`src/u16550_pkg.sv`:
```
// ----------------------------------------------------------------------------
// u16550_pkg
// Shared types, register codes and helper functions of the 16550-style
// UART register block.
// ----------------------------------------------------------------------------
package u16550_pkg;

  localparam int unsigned RX_DEPTH_DEF = 16;
  localparam int unsigned TX_DEPTH_DEF = 16;

  // Transaction kinds
  localparam logic [2:0] KIND_READ    = 3'd0;
  localparam logic [2:0] KIND_WRITE   = 3'd1;
  localparam logic [2:0] KIND_LINE_RX = 3'd2;
  localparam logic [2:0] KIND_TX_TAKE = 3'd3;
  localparam logic [2:0] KIND_TIMEOUT = 3'd4;

  // Register offsets
  localparam logic [2:0] REG_RBR = 3'd0;
  localparam logic [2:0] REG_IER = 3'd1;
  localparam logic [2:0] REG_IIR = 3'd2;
  localparam logic [2:0] REG_LCR = 3'd3;
  localparam logic [2:0] REG_MCR = 3'd4;
  localparam logic [2:0] REG_LSR = 3'd5;
  localparam logic [2:0] REG_MSR = 3'd6;
  localparam logic [2:0] REG_SCR = 3'd7;

  // Interrupt identification codes (low nibble of IIR)
  localparam logic [3:0] IIR_RLS  = 4'h6;
  localparam logic [3:0] IIR_RDA  = 4'h4;
  localparam logic [3:0] IIR_CTO  = 4'hC;
  localparam logic [3:0] IIR_THRE = 4'h2;
  localparam logic [3:0] IIR_MDM  = 4'h0;
  localparam logic [3:0] IIR_NONE = 4'h1;

  // Status flag bit positions
  localparam int unsigned FL_RLS  = 0;
  localparam int unsigned FL_BI   = 1;
  localparam int unsigned FL_CTO  = 2;
  localparam int unsigned FL_THRE = 3;
  localparam int unsigned FL_MDM  = 4;

  // Register bit positions
  localparam int unsigned LCR_DLAB = 7;
  localparam int unsigned MCR_DTR  = 0;
  localparam int unsigned MCR_RTS  = 1;
  localparam int unsigned MCR_OUT2 = 3;
  localparam int unsigned MCR_LOOP = 4;
  localparam int unsigned IER_RDA  = 0;
  localparam int unsigned IER_THRE = 1;
  localparam int unsigned IER_RLS  = 2;
  localparam int unsigned IER_MDM  = 3;
  localparam int unsigned FCR_EN   = 0;

  localparam logic [7:0] FCR_WR_MASK = 8'hF9;
  localparam logic [7:0] EMPTY_READ  = 8'hFF;

  typedef struct packed {
    logic push;
    logic pop;
  } fifo_cmd_t;

  // Receive trigger level from FCR bits 7:6
  function automatic logic [3:0] rx_trigger(input logic [1:0] sel);
    logic [3:0] lvl;
    case (sel)
      2'd0:    lvl = 4'd1;
      2'd1:    lvl = 4'd4;
      2'd2:    lvl = 4'd8;
      default: lvl = 4'd14;
    endcase
    return lvl;
  endfunction

  // Highest-priority pending interrupt cause
  function automatic logic [3:0] iir_cause(input logic [4:0] flags,
                                           input logic [7:0] ier,
                                           input logic       rda);
    logic [3:0] code;
    if (flags[FL_RLS] && ier[IER_RLS]) begin
      code = IIR_RLS;
    end else if (rda && ier[IER_RDA]) begin
      code = IIR_RDA;
    end else if (flags[FL_CTO] && ier[IER_RDA]) begin
      code = IIR_CTO;
    end else if (flags[FL_THRE] && ier[IER_THRE]) begin
      code = IIR_THRE;
    end else if (flags[FL_MDM] && ier[IER_MDM]) begin
      code = IIR_MDM;
    end else begin
      code = IIR_NONE;
    end
    return code;
  endfunction

endpackage

```
`src/u16550_fifo.sv`:
```
// ----------------------------------------------------------------------------
// u16550_fifo
// Circular FIFO with head pointer and fill count. The entry at the next head
// is read into a register every cycle, with bypass of a same-cycle write.
// ----------------------------------------------------------------------------
module u16550_fifo
  import u16550_pkg::*;
#(
  parameter int unsigned DEPTH = RX_DEPTH_DEF,
  parameter int unsigned WIDTH = 8
) (
  input  logic                             clk_i,
  input  logic                             rst_ni,
  input  fifo_cmd_t                        cmd_i,
  input  logic [WIDTH-1:0]                 wr_data_i,
  output logic [WIDTH-1:0]                 head_data_o,
  output logic [$clog2(DEPTH+1)-1:0]       count_o
);

  localparam int unsigned AW = (DEPTH > 1) ? $clog2(DEPTH) : 1;
  localparam int unsigned CW = $clog2(DEPTH + 1);

  logic [AW-1:0]    head_q, head_d;
  logic [CW-1:0]    count_q, count_d;
  logic [CW:0]      tail_sum;
  logic [CW:0]      tail_wrap;
  logic [AW-1:0]    tail;
  logic [WIDTH-1:0] mem_q [DEPTH];
  logic [WIDTH-1:0] head_data_q;

  always_comb begin
    tail_sum  = (CW+1)'(head_q) + (CW+1)'(count_q);
    tail_wrap = (tail_sum >= (CW+1)'(DEPTH)) ? tail_sum - (CW+1)'(DEPTH) : tail_sum;
    tail      = tail_wrap[AW-1:0];
    head_d    = head_q;
    if (cmd_i.pop) begin
      head_d = (head_q == AW'(DEPTH - 1)) ? '0 : head_q + AW'(1);
    end
    count_d = count_q + CW'(cmd_i.push) - CW'(cmd_i.pop);
  end

  always_ff @(posedge clk_i or negedge rst_ni) begin
    if (!rst_ni) begin
      head_q  <= '0;
      count_q <= '0;
    end else begin
      head_q  <= head_d;
      count_q <= count_d;
    end
  end

  always_ff @(posedge clk_i) begin
    if (cmd_i.push) begin
      mem_q[tail] <= wr_data_i;
    end
  end

  // Prefetch the next head entry; forward a write that lands on it
  always_ff @(posedge clk_i) begin
    if (cmd_i.push && (tail == head_d)) begin
      head_data_q <= wr_data_i;
    end else begin
      head_data_q <= mem_q[head_d];
    end
  end

  assign head_data_o = head_data_q;
  assign count_o     = count_q;

endmodule

```
`src/uart_16550_register_block_unit.sv`:
```
// ----------------------------------------------------------------------------
// uart_16550_register_block_unit
// 16550-style UART register file with receive and transmit FIFOs.
// ----------------------------------------------------------------------------
// Usage:
//   Input channel (in_valid_i / in_stall_o) carries one transaction: a bus
//   read, a bus write, a received line byte, a line take of a transmit byte,
//   or a receive timeout, together with the current CTS/DSR pin levels.
//   Output channel (out_valid_o / out_stall_i) returns exactly one result per
//   transaction: read data, interrupt line, transmitted byte and RTS/DTR.
//   Transactions pass an input register, then one pass of register and
//   FIFO-pointer logic into the result register. Throughput is one
//   transaction per cycle unless the output stalls; the FIFO head entry is
//   prefetched from memory every cycle so its single read port never limits it.
//   When the receiver stalls, the result register holds and the input
//   register still takes one more transaction; in_stall_o rises only when
//   both are full.
//   Reset clears valid bits, control registers, FIFO pointers, counts and
//   status flags at once; data registers and FIFO storage need no clearing.
// ----------------------------------------------------------------------------
module uart_16550_register_block_unit
  import u16550_pkg::*;
#(
  parameter int unsigned RX_DEPTH = RX_DEPTH_DEF,
  parameter int unsigned TX_DEPTH = TX_DEPTH_DEF
) (
  input  logic       clk_i,
  input  logic       rst_ni,
  input  logic       in_valid_i,
  output logic       in_stall_o,
  input  logic [2:0] kind_i,
  input  logic [2:0] reg_offset_i,
  input  logic [7:0] write_byte_i,
  input  logic [7:0] line_byte_i,
  input  logic       line_break_i,
  input  logic       cts_pin_i,
  input  logic       dsr_pin_i,
  output logic       out_valid_o,
  input  logic       out_stall_i,
  output logic [7:0] read_byte_o,
  output logic       irq_out_o,
  output logic       tx_valid_o,
  output logic [7:0] tx_byte_o,
  output logic       rts_out_o,
  output logic       dtr_out_o
);

  localparam int unsigned RCW = $clog2(RX_DEPTH + 1);
  localparam int unsigned TCW = $clog2(TX_DEPTH + 1);

  // Input register
  logic       s1_valid_q, s1_valid_d;
  logic [2:0] s1_kind_q, s1_off_q;
  logic [7:0] s1_wbyte_q, s1_lbyte_q;
  logic       s1_brk_q, s1_cts_q, s1_dsr_q;
  logic       in_acc, adv;

  // Architectural state
  logic [7:0] dll_q, dll_d, dlm_q, dlm_d, ier_q, ier_d, lcr_q, lcr_d;
  logic [7:0] mcr_q, mcr_d, fcr_q, fcr_d, scr_q, scr_d;
  logic [4:0] fl_q, fl_d;
  logic [3:0] ml_q, ml_d;
  logic [RCW-1:0] brk_cnt_q, brk_cnt_d;

  // FIFO interface
  fifo_cmd_t      rx_cmd, tx_cmd, rx_op, tx_op;
  logic [8:0]     rx_wdata, rx_head;
  logic [7:0]     tx_head;
  logic [RCW-1:0] rx_cnt, rx_cnt_n;
  logic [TCW-1:0] tx_cnt;

  // Result register
  logic       out_valid_q, out_valid_d;
  logic [7:0] rd_q, rd_d, txb_q, txb_d;
  logic       irq_q, irq_d, txv_q, txv_d, rts_q, rts_d, dtr_q, dtr_d;

  // Working values
  logic       loop_pre, loop_post, dlab, rda_pre, rda_post, rx_full, tx_full;
  logic [1:0] lv_pre, lv_post;
  logic [3:0] cause;

  // Handshake
  assign adv         = s1_valid_q && (!out_valid_q || !out_stall_i);
  assign in_stall_o  = s1_valid_q && !adv;
  assign in_acc      = in_valid_i && !in_stall_o;
  assign s1_valid_d  = in_acc || (s1_valid_q && !adv);
  assign out_valid_d = adv || (out_valid_q && out_stall_i);

  always_ff @(posedge clk_i or negedge rst_ni) begin
    if (!rst_ni) begin
      s1_valid_q  <= 1'b0;
      out_valid_q <= 1'b0;
    end else begin
      s1_valid_q  <= s1_valid_d;
      out_valid_q <= out_valid_d;
    end
  end

  always_ff @(posedge clk_i) begin
    if (in_acc) begin
      s1_kind_q  <= kind_i;
      s1_off_q   <= reg_offset_i;
      s1_wbyte_q <= write_byte_i;
      s1_lbyte_q <= line_byte_i;
      s1_brk_q   <= line_break_i;
      s1_cts_q   <= cts_pin_i;
      s1_dsr_q   <= dsr_pin_i;
    end
  end

  always_comb begin
    dll_d    = dll_q;
    dlm_d    = dlm_q;
    ier_d    = ier_q;
    lcr_d    = lcr_q;
    mcr_d    = mcr_q;
    fcr_d    = fcr_q;
    scr_d    = scr_q;
    fl_d     = fl_q;
    rd_d     = EMPTY_READ;
    txv_d    = 1'b0;
    txb_d    = '0;
    rx_op    = '0;
    tx_op    = '0;
    rx_wdata = '0;
    cause    = IIR_NONE;

    loop_pre = mcr_q[MCR_LOOP];
    dlab     = lcr_q[LCR_DLAB];
    rx_full  = (rx_cnt == RCW'(RX_DEPTH));
    tx_full  = (tx_cnt == TCW'(TX_DEPTH));
    rda_pre  = (9'(rx_cnt) >= 9'(rx_trigger(fcr_q[7:6])));

    // Sample modem lines before the transaction
    lv_pre = loop_pre ? {mcr_q[MCR_DTR], mcr_q[MCR_RTS]} : {s1_dsr_q, s1_cts_q};
    if (lv_pre != ml_q[1:0]) begin
      fl_d[FL_MDM] = 1'b1;
    end
    ml_d = {ml_q[3:2], lv_pre};

    case (s1_kind_q)
      KIND_READ: begin
        case (s1_off_q)
          REG_RBR: begin
            if (dlab) begin
              rd_d = dll_q;
            end else if (rx_cnt != '0) begin
              rd_d = rx_head[7:0];
              if (rx_head[8]) begin
                fl_d[FL_BI]  = 1'b1;
                fl_d[FL_RLS] = 1'b1;
              end
              rx_op.pop    = 1'b1;
              fl_d[FL_CTO] = 1'b0;
            end
          end
          REG_IER: rd_d = dlab ? dlm_q : ier_q;
          REG_IIR: begin
            cause = iir_cause(fl_d, ier_q, rda_pre);
            if (cause == IIR_THRE) begin
              fl_d[FL_THRE] = 1'b0;
            end
            rd_d = {{2{fcr_q[FCR_EN]}}, 2'b00, cause};
          end
          REG_LCR: rd_d = lcr_q;
          REG_MCR: rd_d = mcr_q;
          REG_LSR: begin
            rd_d = {brk_cnt_q != '0, tx_cnt == '0,
                    loop_pre ? !rx_full : !tx_full,
                    fl_d[FL_BI], 3'b000, rx_cnt != '0};
            fl_d[FL_RLS] = 1'b0;
            fl_d[FL_BI]  = 1'b0;
          end
          REG_MSR: begin
            rd_d = {2'b00, ml_d[1:0], 2'b00, ml_d[1:0] ^ ml_d[3:2]};
            ml_d = {ml_d[1:0], ml_d[1:0]};
            fl_d[FL_MDM] = 1'b0;
          end
          default: rd_d = scr_q;
        endcase
      end
      KIND_WRITE: begin
        case (s1_off_q)
          REG_RBR: begin
            if (dlab) begin
              dll_d = s1_wbyte_q;
            end else begin
              fl_d[FL_THRE] = 1'b0;
              if (loop_pre) begin
                rx_op.push    = !rx_full;
                rx_wdata      = {1'b0, s1_wbyte_q};
                fl_d[FL_THRE] = 1'b1;
              end else begin
                tx_op.push = !tx_full;
              end
            end
          end
          REG_IER: begin
            if (dlab) begin
              dlm_d = s1_wbyte_q;
            end else begin
              if (s1_wbyte_q[IER_THRE] && !ier_q[IER_THRE] && (tx_cnt == '0)) begin
                fl_d[FL_THRE] = 1'b1;
              end
              ier_d = s1_wbyte_q;
            end
          end
          REG_IIR: fcr_d = s1_wbyte_q & FCR_WR_MASK;
          REG_LCR: lcr_d = s1_wbyte_q;
          REG_MCR: mcr_d = s1_wbyte_q;
          REG_SCR: scr_d = s1_wbyte_q;
          default: ;
        endcase
      end
      KIND_LINE_RX: begin
        if (!loop_pre) begin
          rx_op.push = !rx_full;
          rx_wdata   = {s1_brk_q, s1_lbyte_q};
        end
      end
      KIND_TX_TAKE: begin
        if (!loop_pre && (tx_cnt != '0)) begin
          txv_d     = 1'b1;
          txb_d     = tx_head;
          tx_op.pop = 1'b1;
          if (tx_cnt == TCW'(1)) begin
            fl_d[FL_THRE] = 1'b1;
          end
        end
      end
      KIND_TIMEOUT: begin
        if (rx_cnt != '0) begin
          fl_d[FL_CTO] = 1'b1;
        end
      end
      default: ;
    endcase

    // Sample modem lines again with the updated MCR
    loop_post = mcr_d[MCR_LOOP];
    lv_post   = loop_post ? {mcr_d[MCR_DTR], mcr_d[MCR_RTS]} : {s1_dsr_q, s1_cts_q};
    if (lv_post != ml_d[1:0]) begin
      fl_d[FL_MDM] = 1'b1;
    end
    ml_d = {ml_d[3:2], lv_post};

    rx_cnt_n  = rx_cnt + RCW'(rx_op.push) - RCW'(rx_op.pop);
    brk_cnt_d = brk_cnt_q + RCW'(rx_op.push && rx_wdata[8])
                          - RCW'(rx_op.pop && rx_head[8]);
    rda_post  = (9'(rx_cnt_n) >= 9'(rx_trigger(fcr_d[7:6])));
    irq_d     = mcr_d[MCR_OUT2] && (iir_cause(fl_d, ier_d, rda_post) != IIR_NONE);
    rts_d     = !loop_post && mcr_d[MCR_RTS];
    dtr_d     = !loop_post && mcr_d[MCR_DTR];
  end

  // Commit FIFO operations only when the transaction moves on
  always_comb begin
    rx_cmd.push = adv && rx_op.push;
    rx_cmd.pop  = adv && rx_op.pop;
    tx_cmd.push = adv && tx_op.push;
    tx_cmd.pop  = adv && tx_op.pop;
  end

  u16550_fifo #(
    .DEPTH (RX_DEPTH),
    .WIDTH (9)
  ) u_rx_fifo (
    .clk_i       (clk_i),
    .rst_ni      (rst_ni),
    .cmd_i       (rx_cmd),
    .wr_data_i   (rx_wdata),
    .head_data_o (rx_head),
    .count_o     (rx_cnt)
  );

  u16550_fifo #(
    .DEPTH (TX_DEPTH),
    .WIDTH (8)
  ) u_tx_fifo (
    .clk_i       (clk_i),
    .rst_ni      (rst_ni),
    .cmd_i       (tx_cmd),
    .wr_data_i   (s1_wbyte_q),
    .head_data_o (tx_head),
    .count_o     (tx_cnt)
  );

  always_ff @(posedge clk_i or negedge rst_ni) begin
    if (!rst_ni) begin
      dll_q     <= '0;
      dlm_q     <= '0;
      ier_q     <= '0;
      lcr_q     <= '0;
      mcr_q     <= '0;
      fcr_q     <= '0;
      scr_q     <= '0;
      fl_q      <= '0;
      ml_q      <= '0;
      brk_cnt_q <= '0;
    end else if (adv) begin
      dll_q     <= dll_d;
      dlm_q     <= dlm_d;
      ier_q     <= ier_d;
      lcr_q     <= lcr_d;
      mcr_q     <= mcr_d;
      fcr_q     <= fcr_d;
      scr_q     <= scr_d;
      fl_q      <= fl_d;
      ml_q      <= ml_d;
      brk_cnt_q <= brk_cnt_d;
    end
  end

  always_ff @(posedge clk_i) begin
    if (adv) begin
      rd_q  <= rd_d;
      irq_q <= irq_d;
      txv_q <= txv_d;
      txb_q <= txb_d;
      rts_q <= rts_d;
      dtr_q <= dtr_d;
    end
  end

  assign out_valid_o = out_valid_q;
  assign read_byte_o = rd_q;
  assign irq_out_o   = irq_q;
  assign tx_valid_o  = txv_q;
  assign tx_byte_o   = txb_q;
  assign rts_out_o   = rts_q;
  assign dtr_out_o   = dtr_q;

`ifndef SYNTHESIS
  a_brk_within_fifo : assert property (@(posedge clk_i) disable iff (!rst_ni)
    brk_cnt_q <= rx_cnt)
    else $error("break count exceeds receive FIFO fill");

  a_stall_when_full : assert property (@(posedge clk_i) disable iff (!rst_ni)
    (s1_valid_q && out_valid_q && out_stall_i) |-> in_stall_o)
    else $error("input taken while both stages are blocked");

  a_irq_needs_out2 : assert property (@(posedge clk_i) disable iff (!rst_ni)
    (out_valid_q && irq_q) |-> mcr_q[MCR_OUT2])
    else $error("interrupt raised with OUT2 clear");

  a_take_sends : assert property (@(posedge clk_i) disable iff (!rst_ni)
    (adv && (s1_kind_q == KIND_TX_TAKE) && !mcr_q[MCR_LOOP] && (tx_cnt != '0))
      |=> (out_valid_q && txv_q))
    else $error("line take with queued data sent nothing");

  a_no_tx_in_loop : assert property (@(posedge clk_i) disable iff (!rst_ni)
    (adv && mcr_q[MCR_LOOP]) |=> !txv_q)
    else $error("byte sent on the line in loopback");
`endif

endmodule
```
`config.mk`:
```
export PLATFORM = sky130hd
export DESIGN_NAME = uart_16550_register_block_unit
export DESIGN_NICKNAME = d
export VERILOG_FILES = /design/src/u16550_pkg.sv /design/src/u16550_fifo.sv /design/src/uart_16550_register_block_unit.sv
export SDC_FILE = /design/constraint.sdc
export NUM_CORES = 1
export LEC_CHECK = 0
export ABC_AREA = 1
export BUFFER_PORTS_ARGS = -buffer_cell sky130_fd_sc_hd__buf_2
export CAP_MARGIN = 20
export CORE_MARGIN = 5
export CORE_UTILIZATION = 67
export DETAILED_ROUTE_END_ITERATION = 7
export PLACE_DENSITY_LB_ADDON = 0.05
export SLEW_MARGIN = 25
export SYNTH_ARGS = -nofsm -noshare
export SYNTH_HDL_FRONTEND = slang
export SYNTH_SLANG_ARGS = --single-unit
```
`constraint.sdc`:
```
create_clock -name clk_i -period 5.3 [get_ports clk_i]
set_input_delay 0.795 -clock clk_i [delete_from_list [all_inputs] [get_ports clk_i]]
set_output_delay 0.795 -clock clk_i [all_outputs]
set_load 0.05 [all_outputs]
```
==> results of run 1 <==
critical path: stages, from the launching register on:
cell and delay [ns]:
dfrtp_1 0.78, inv_1 0.31, nor4_1 0.33, inv_1 0.16
nand2_1 0.11, nand2_1 0.11, inv_1 0.10, nand2_1 0.06
ha_1 0.30, inv_1 0.06, ha_1 0.15, inv_1 0.06
fa_1 0.40, or2_2 0.32, a21oi_1 0.13, nor2_1 0.07
nand2_1 0.06, nand2_1 0.04, nor2_1 0.14, xor2_1 0.14
routing by layer:
metal,wire (um),GRT usage,up-vias
met5,0,0,-
met1,17700,0.391,5871
met4,1170,0.0815,0
li1,-,-,5783
met2,20200,0.464,524
met3,3060,0.0400,85
metrics by stage:
step / util / setup slack [ns] / hold WS [ns] / instance area (sq um) / total power, uW
after floorplan: - / 2.07 / 0.442 / 18000 / 5460
after global placement: 0.696 / 1.64 / 0.461 / 18600 / 6010
after detailed placement: 0.696 / 1.56 / 0.462 / 18600 / 6070
after CTS: 0.745 / 1.55 / 0.370 / 19900 / 8890
after global routing: 0.747 / 1.09 / 0.375 / 20000 / 9370
final: 0.747 / 1.37 / 0.304 / 20000 / 8890
placed cells by master (no fill, tap or decap), types with 7 or more instances in the layout:
cell	instances
o22ai_1	12
edfxtp_1	317
o21ai_0	217
buf_4	18
clkbuf_16	41
a21oi_1	62
nand4_1	11
a211oi_1	10
clkinv_1	11
dfrtp_1	85
mux2i_1	34
ha_1	37
nand2_1	236
nor2_1	184
xor2_1	13
clkinv_2	7
xnor2_1	8
nand3_1	72
inv_1	157
buf_2	49
o211ai_1	43
cells by family (layout without fill, tap and decap cells):
| logic type | Yosys count | in the layout |
|---|---|---|
| multiplexers | 34 | 34 |
| AO/OA/AOI/OAI | 366 | 366 |
| XOR/XNOR | 21 | 21 |
| AND/OR/NAND/NOR | 528 | 528 |
| flip-flops | 410 | 410 |
| buffers and inverters | 226 | 309 |
| adder cells (fa/ha/maj) | 43 | 43 |
final timing paths:
path | to | slack [ns] | cells past startpoint
hold reg to reg | brk_cnt_q[4] | 0.47 | 1
min in group clk_i | s1_cts_q | 0.44 | 1
setup / recovery | brk_cnt_q[4] | 1.37 | 19
hold / removal | u_tx_fifo.head_q[1] | 0.30 | 1
setup reg to reg | brk_cnt_q[4] | 1.37 | 19
max in group asynchronous | fl_q[4] | 4.40 | 1
cell type report:
| cell class | count | area (sq um) | area share |
|---|---|---|---|
| sequential | 410 | 11800 | 0.592 |
| clock buffer | 45 | 1050 | 0.0527 |
| clock inverter | 29 | 267 | 0.0134 |
| multi-input combinational | 992 | 5360 | 0.269 |
| timing repair buffer | 69 | 419 | 0.0210 |
| tap | 341 | 427 | 0.0214 |
| inverter | 166 | 623 | 0.0312 |
power groups by stage:
stage / logic, uW / registers (uW) / clock network, uW
floorplan: 1590 / 3870 / 0
global placement: 2030 / 3980 / 0
detailed placement: 2090 / 3980 / 0
CTS: 2110 / 3920 / 2860
global route: 2460 / 3900 / 3010
finish: 2190 / 3870 / 2830
==> results.md, run 1 <==
* Switch Pwr at 2870 uW
* Worst-skew pair later-pin latency at 0.53 ns
* Worst EP required at 5.75 ns
* Type of destination of the critical path: register
* Initial Util at 0.674
* Mapped cell area at 18000 sq um
* Post-Synth Adder-Cell Area at 0.0324
* Die X at 174 um
* First-pass GRT wire length at 65800 um
* Top_reg_cell synth: edfxtp_1
* Die area at 30300 sq um
* Total CTS buffers at 41
* DR vias at 12300
* Top cell type by total area after synthesis: edfxtp_1
* # resized after CTS at 0
* CTS tree: yes
* GPL Wtd Cong at 0.991
* Setup TNS at 0 ns
* ANT nets after route at 0
* Area added between synthesis and finish at 10.9%
* Gr ovfl total at 0
* Vias in the first global route at 11800
* Slew margin rel. at 0.317
* Critical path startpoint: mcr_q[4]
* Postcts setup bufs at 0
* # DRC at 0
* Synth Area in Compound Gates at 0.113
* Clock Power Share at 0.318
* Max Slew Vio Count at 0
* Final nets at 1752
* Post-DP HPWL at 27900 um
* Final hold vios at 0
* CP Data Arrival Time at 4.37 ns
* Die Y at 174 um
* # placed instances at 1977
* Top cells by count, synth: 317 x edfxtp_1, 236 x nand2_1, 220 x o21ai_0, 184 x nor2_1, 157 x inv_1
* Syn Inst Count at 1628
* Most flops, register: u_rx_fifo.mem_q
* Aggregate global-route resource usage at 0.279
* P_int at 6020 uW
* Crit Path Category: reg2reg
* Input/output buffers at 50
* Clk sinks at 410
* Worst slew pin tran at 1.02 ns
* Clk Tree Root Cell: clkbuf_16
* Minimum clock period at 3.93 ns
* Post-Synth XOR/XNOR Area at 0.0102
* Post-route clock period utilization at 0.741
* CTS Hold Bufs at 0
* Routed length per instance at 20.5 um
* Maximum buffer depth of the clock tree at 3
* Endpoints failing setup at 0
* Syn avg cell area at 11.1 sq um
* Async set-reset flop share out of synthesis at 0.207
* Share of layout cells above drive strength 1 at 0.0935
* Critical Path Fanout Max at 15
* Most common cell in the netlist: edfxtp_1
* Final cell count without fillers at 2052
* RSZ-0062 raised after global routing: no
* Share of the synthesized area in the top cell type at 0.529
* DR pass1 iterations at 5
* Seq pwr share at 0.435
* Mux contribution to synthesized area at 0.0189
* Rows at 60
* Initial drt markers at 1321
* Post-synthesis cell type count at 43
* Number of enable flip-flop cells after synthesis at 317
* VDD IR-drop max at 0.000300 V
* Core ar. at 26700 sq um
* Top cells by area, synth: edfxtp_1 53%, dfrtp_1 12%, o21ai_0 6.1%
* H-tree Lvls at 2
* Max-cap violations at 0
* Status: finished clean
* Static leakage at 0.00795 uW
* Top flop regs: u_rx_fifo.mem_q x144, u_tx_fifo.mem_q x128
* Pwr/cell area at 445 nW/um^2
* Max reg flops at 144
* Total Wirelength at 42100 um
* Setup Skew at 0.0172 ns
* Simple-gate share of the synthesized area at 0.121
* HP Class: in2async
* Clk pin slew, worst setup/hold paths at 0.06 ns
* Switching share of power at 0.323
* Startpoint Class: register
* Post-Syn Nets at 1700
* Combinational share of power at 0.246
* R2R Path Start: mcr_q[4]
* # fillers at 1841
* Combinational family with the most area after synthesis: simple AND/OR/NAND/NOR gates
* Ys Warns at 0
* Initial antenna violation count at 0
* Largest net degree at the start of global routing at 97
* Inserted Diodes at 0
* Achievable Freq at 255 MHz
* Io pins at 51
* Via density at 5.98
* #FFs+latches synth at 410
* Seq/Total Area, Yosys at 0.656
Power figures use the tool's default switching activity.
==> inputs of run 2 (changes only) <==
CORE_UTILIZATION = 62   (was 67)
clock period = 3.98 ns   (was 5.3 ns; I/O delays follow)
==> run 2 against run 1 <==
First-iteration DRC count fell by 10%. Die area grew 7.6%. Via count grew 0.41%. Cell count is 3.8% higher. Count of clock-buffer cells in the layout rose by 13. Critical endpoint unchanged. Largest cell class unchanged.
==> results.md, run 2 (synthesis gave the netlist of run 1 again) <==
* Status: finished clean
* Critical Path Slowest Stage Cell: edfxtp_1
* Setup TNS at 0 ns (unchanged)
* CTS tree: yes
* DR pass1 iterations at 7 (+2)
* # DRC at 0 (unchanged)
* Achievable Freq at 281 MHz (+10%)
* Endpoints failing setup at 0 (unchanged)
* Clk Tree Root Cell: clkbuf_16
* Max-cap violations at 0 (unchanged)
* First-pass GRT wire length at 67300 um (+2.4%)
* CTS Hold Bufs at 0 (unchanged)
* R2R Path Start: s1_off_q[2]
* Setup Skew at 0.0223 ns (+0.00509 ns)
* Clk sinks at 410 (unchanged)
* Final hold vios at 0 (unchanged)
* Share of layout cells above drive strength 1 at 0.109 (+0.0153)
* Critical path, cell by cell: nor2_2 -> nand2_2 -> nor4_1 -> inv_1 -> nand2_1 -> nand2_1 -> inv_1 -> nand2_1 -> ha_1 -> inv_1 -> ha_1 -> inv_1 -> fa_1 -> or2_2 -> a21oi_1 -> nor2_1 -> nand2_1 -> nand2_1 -> nor2_1 -> xor2_1
* Total CTS buffers at 41 (unchanged)
* Aggregate global-route resource usage at 0.265 (-0.0148)
* VDD IR-drop max at 0.000464 V (+55%)
* Pwr/cell area at 579 nW/um^2 (+30%)
* RSZ-0062 raised after global routing: no
* Critical Path Fanout Max at 7 (-8)
* Worst-skew pair later-pin latency at 0.54 ns (about the same)
* Die area at 32500 sq um (+7.6%)
* H-tree Lvls at 2 (unchanged)
* Gr ovfl total at 0 (unchanged)
* Kind of cell adding the most delay to the critical path: simple AND/OR/NAND/NOR gates
* Worst EP required at 4.42 ns (-1.33 ns)
* Via density at 5.78 (-3.3%)
* Max incr delay on CP at 0.47 ns (-0.31 ns)
* Max Slew Vio Count at 0 (unchanged)
* R2R Path End: brk_cnt_q[4]
* Initial antenna violation count at 0 (unchanged)
* Max reg flops at 144 (unchanged)
* Routed length per instance at 20.2 um (-1.6%)
* WP buf/inv at 4 (-1)
* Io pins at 51 (unchanged)
* Initial Util at 0.627 (-0.0464)
* Reg2reg setup slack at 0.42 ns (-0.95 ns)
* Commonest non-fill, non-tap cell in the layout: edfxtp_1
* Static leakage at 0.00809 uW (+1.7%)
* Crit Path Category: reg2reg
* Most flops, register: u_rx_fifo.mem_q
* DR vias at 12300 (+0.41%)
* Startpoint Class: register
* Clk pin slew, worst setup/hold paths at 0.06 ns (about the same)
* Die X at 180 um (+3.7%)
* Largest net degree at the start of global routing at 75 (-23%)
* HP Class: in2async
* Vias in the first global route at 12000 (+1.6%)
* Inserted Diodes at 0 (unchanged)
* Top flop regs: u_rx_fifo.mem_q x144, u_tx_fifo.mem_q x128
* ANT nets after route at 0 (unchanged)
* GPL Wtd Cong at 0.924 (-6.8%)
* Total Wirelength at 43000 um (+2.1%)
* Rows at 62 (+3.3%)
* # resized after CTS at 0 (unchanged)
* Die Y at 180 um (+3.7%)
* Slew margin rel. at 0.342 (+0.0248)
* Final nets at 1786 (+1.9%)
* Worst slew pin tran at 0.984 ns (-0.0396 ns)
* Area added between synthesis and finish at 12.0%
* Post-DP HPWL at 29200 um (+4.6%)
* Final cell count without fillers at 2130 (+3.8%)
* Core ar. at 28700 sq um (+7.4%)
* # placed instances at 2055 (+3.9%)
* Initial drt markers at 1187 (-10%)
* Final design utilization at 0.703 (-0.0440)
* CP Data Arrival Time at 4.00 ns (-0.37 ns)
* Maximum buffer depth of the clock tree at 3 (unchanged)
* Minimum clock period at 3.56 ns (-0.366 ns)
* Post-route clock period utilization at 0.894 (+0.154)
* Crit-path most repeated cell: nand2_1
* Worst Reg-to-Reg Cells at 20 (+1)
* Most frequent cells in the layout: 317 x edfxtp_1, 236 x nand2_1, 217 x o21ai_0
* Input/output buffers at 50 (unchanged)
* Type of destination of the critical path: register
* Postcts setup bufs at 0 (unchanged)
-- run 2: cell type report --
| class | count | area, sq um |
|---|---|---|
| clock buffers | 58 | 1120 |
| clock inverters | 17 | 124 |
| fillers | 2143 | 8530 |
| inverters | 166 | 623 |
| multi-input cells | 992 | 5350 |
| flip-flops and latches | 410 | 11800 |
| well taps | 384 | 480 |
| repair buffers | 103 | 667 |
-- run 2: worst max-delay path by stage --
stage                     slack [ns]  cells after the start           end         from
after floorplan                 0.75                     21     irq_out_o  s1_off_q[2]
after global placement          0.49                     20  brk_cnt_q[4]  s1_off_q[2]
after detailed placement        0.36                     20  brk_cnt_q[4]  s1_off_q[2]
after CTS                       0.35                     20  brk_cnt_q[4]  s1_off_q[2]
after global routing            0.07                     20  brk_cnt_q[4]  s1_off_q[2]
final                           0.42                     20  brk_cnt_q[4]  s1_off_q[2]
-- run 2: where the power goes --
group          internal, uW  leakage, uW  total (uW)  switching [uW]
registers              4860      0.00412        5150             288
clock network          2040     0.000612        3580            1550
logic                  1010      0.00336        2940            1930
total                  7910      0.00809       11700            3770
-- run 2: metal layers --
metal | up-vias | share of wire | track usage
li1 | 5848 | - | -
met1 | 5889 | 0.43 | 0.374
met2 | 463 | 0.47 | 0.425
met3 | 113 | 0.066 | 0.0355
met4 | 0 | 0.042 | 0.102
met5 | - | 0 | 0
-- run 2: worst reg2reg max path, stage by stage, from the launching register on --
cell      delay, ns
edfxtp_1       0.47
nor2_2         0.22
nand2_2        0.16
nor4_1         0.25
inv_1          0.14
nand2_1        0.10
nand2_1        0.10
inv_1          0.09
nand2_1        0.08
ha_1           0.30
inv_1          0.05
ha_1           0.15
inv_1          0.06
fa_1           0.40
or2_2          0.32
a21oi_1        0.14
nor2_1         0.07
nand2_1        0.05
nand2_1        0.05
nor2_1         0.12
xor2_1         0.16
-- run 2: metrics by stage --
stage / hold slack [ns] / total power (uW) / worst slack (ns) / cell area, sq um
floorplan: 0.301 / 7280 / 0.755 / 18000
global route: 0.142 / 12300 / 0.0698 / 20200
CTS: 0.226 / 11700 / 0.352 / 20200
detailed placement: 0.469 / 8130 / 0.364 / 18900
finish: 0.0817 / 11700 / 0.420 / 20200
global placement: 0.464 / 8070 / 0.491 / 18900
==> inputs of run 3 (changes only) <==
CORE_UTILIZATION = 67   (was 62)
clock period = 4.5 ns   (was 3.98 ns; I/O delays follow)
==> run 3 against run 2 <==
Register-to-register slack improved by 0.29 ns. Combinational power fell by 13%. Cell count fell by 3.5%. Design area fell by 1.0%. Maximum frequency fell by 6.0%. Clock skew fell by 0.0048 ns. First-iteration DRC count rose by 23%. Critical endpoint is now irq_out_o.
==> results.md, run 3 (synthesis gave the netlist of run 1 again) <==
* Status: finished clean
* CTS tree: yes
* Clk sinks at 410 (unchanged)
* Vias in the first global route at 12000 (+0.28%)
* GPL Wtd Cong at 0.981 (+6.1%)
* Area added between synthesis and finish at 10.9%
* Initial antenna violation count at 1 (+1)
* Post-route clock period utilization at 0.841 (-0.0529)
* Register area at 11800 sq um (unchanged)
* Reg2reg setup slack at 0.71 ns (+0.29 ns)
* Die Y at 174 um (-3.6%)
* CP Data Arrival Time at 4.07 ns (+0.07 ns)
* ANT nets after route at 0 (unchanged)
* # resized after CTS at 0 (unchanged)
* Most flops, register: u_rx_fifo.mem_q
* # fillers at 1805 (-16%)
* HP Class: in2async
* VDD IR-drop max at 0.000364 V (-21%)
* P_int at 7130 uW (-9.8%)
* Worst slew pin tran at 0.961 ns (-0.0223 ns)
* Input/output buffers at 50 (unchanged)
* Worst Reg-to-Reg Cells at 21 (+5.0%)
* Clock Power Share at 0.318 (+0.011)
* Final cell count without fillers at 2056 (-3.5%)
* Commonest non-fill, non-tap cell in the layout: edfxtp_1
* Max Slew Vio Count at 0 (unchanged)
* Startpoint Class: register
* Type of destination of the critical path: register
* Critical path, cell by cell: inv_1 -> nand3_2 -> inv_1 -> nand4_1 -> inv_1 -> ha_1 -> inv_1 -> ha_1 -> fa_1 -> ha_1 -> a21boi_0 -> o21ai_0 -> nand2_1 -> nand2_1 -> nand3_1 -> nand2_1 -> inv_1 -> a21oi_1 -> nand3_1 -> nand2_1 -> inv_1
* Total CTS buffers at 40 (-2.4%)
* Die X at 174 um (-3.6%)
* Combinational share of power at 0.245 (-0.007)
* CTS Hold Bufs at 0 (unchanged)
* Postcts setup bufs at 0 (unchanged)
* Rows at 60 (-3.2%)
* Worst-skew pair later-pin latency at 0.53 ns (about the same)
* Die area at 30300 sq um (-7.1%)
* Post-DP HPWL at 28700 um (-2.0%)
* WP buf/inv at 6 (+2)
* Initial drt markers at 1460 (+23%)
* Core ar. at 26700 sq um (-6.9%)
* Hold WS at 0.177 ns (+0.0955 ns)
* Largest net degree at the start of global routing at 75 (unchanged)
* Total Wirelength at 43100 um (+0.12%)
* Minimum clock period at 3.79 ns (+0.227 ns)
* # placed instances at 1983 (-3.5%)
* Routed length per instance at 20.9 um (+3.7%)
* Crit Path Category: reg2reg
* Final hold vios at 0 (unchanged)
* Critical Path Slowest Stage Cell: edfxtp_1
* First-pass GRT wire length at 67600 um (+0.47%)
* Via density at 6.04 (+4.4%)
* Crit-path most repeated cell: inv_1
* Static leakage at 0.00796 uW (-1.6%)
* Setup TNS at 0 ns (unchanged)
* R2R Path End: irq_out_o
* Most frequent cells in the layout: 317 x edfxtp_1, 236 x nand2_1, 217 x o21ai_0
* Max incr delay on CP at 0.44 ns (-0.03 ns)
* Pwr/cell area at 526 nW/um^2 (-9.2%)
* Inserted Diodes at 0 (unchanged)
* Clk Tree Root Cell: clkbuf_16
* Worst EP required at 4.79 ns (+0.37 ns)
* Share of layout cells above drive strength 1 at 0.0933 (-0.0155)
* Kind of cell adding the most delay to the critical path: adder cells
* R2R Path Start: s1_kind_q[1]
* Max reg flops at 144 (unchanged)
* # DRC at 0 (unchanged)
* Top flop regs: u_rx_fifo.mem_q x144, u_tx_fifo.mem_q x128
* Achievable Freq at 264 MHz (-6.0%)
* Critical Path Fanout Max at 9 (+2)
* Final nets at 1756 (-1.7%)
* Maximum buffer depth of the clock tree at 3 (unchanged)
* Slew margin rel. at 0.358 (+0.0166)
* Place WS at 0.870 ns (+0.506 ns)
* Area of the multi-input gates at 5360 sq um (+0.28%)
* H-tree Lvls at 2 (unchanged)
* RSZ-0062 raised after global routing: no
* DR vias at 12400 (+0.77%)
* Seq pwr share at 0.437 (-0.004)
* Switch Pwr at 3370 uW (-11%)
* Worst setup margin at 0.713 ns (+0.293 ns)
* DR pass1 iterations at 6 (-1)
* Clk pin slew, worst setup/hold paths at 0.06 ns (about the same)
* Final design utilization at 0.747 (+0.0441)
* Gr ovfl total at 0 (unchanged)
* Setup Skew at 0.0175 ns (-0.00480 ns)
* Endpoints failing setup at 0 (unchanged)
* Max-cap violations at 0 (unchanged)
* Io pins at 51 (unchanged)
* Aggregate global-route resource usage at 0.286 (+0.0219)
* Initial Util at 0.674 (+0.0464)
* Switching share of power at 0.321 (-0.00201)
## run 3: worst max-delay path by stage
| stage | startpoint | end | cells past startpoint |
|---|---|---|---|
| floorplan | s1_off_q[2] | irq_out_o | 21 |
| global placement | s1_kind_q[1] | irq_out_o | 21 |
| detailed placement | s1_kind_q[1] | irq_out_o | 21 |
| CTS | s1_kind_q[1] | irq_out_o | 21 |
| global route | s1_kind_q[1] | irq_out_o | 21 |
| finish | s1_kind_q[1] | irq_out_o | 21 |
## run 3: power by group through the flow
stage / registers [uW] / logic [uW] / clock network [uW]
finish: 4590 / 2570 / 3340
global route: 4620 / 2880 / 3540
CTS: 4590 / 2540 / 3360
detailed placement: 4660 / 2510 / 0
global placement: 4650 / 2440 / 0
floorplan: 4560 / 1870 / 0
## run 3: routing by layer
layer	GRT usage	wire length, um	up-vias
met4	0.112	1700	2
met2	0.457	20400	544
met5	0	13	-
met1	0.409	17800	5955
met3	0.0387	3130	115
li1	-	-	5792
## run 3: final cells by class
| type | count | area share |
|---|---|---|
| well taps | 341 | 0.0214 |
| inverters | 166 | 0.0312 |
| flip-flops and latches | 410 | 0.592 |
| multi-input cells | 992 | 0.269 |
| repair buffers | 74 | 0.0217 |
| clock buffers | 50 | 0.0530 |
| clock inverters | 23 | 0.0125 |
## run 3: stage by stage
stage	cell area, sq um	total power (uW)
finish	20000	10500
global route	20000	11000
CTS	20000	10500
detailed placement	18600	7170
global placement	18600	7090
floorplan	18000	6430
## run 3: worst register-to-register path: cells and delay by family, from the launching register on
family                     cells  cell delay (ns)
and+or+nand+nor                8             0.93
AOI/OAI and AO/OA              3             0.41
adders and majority gates      4             1.12
DFF                            1             0.44
buffers and inverters          6             0.66
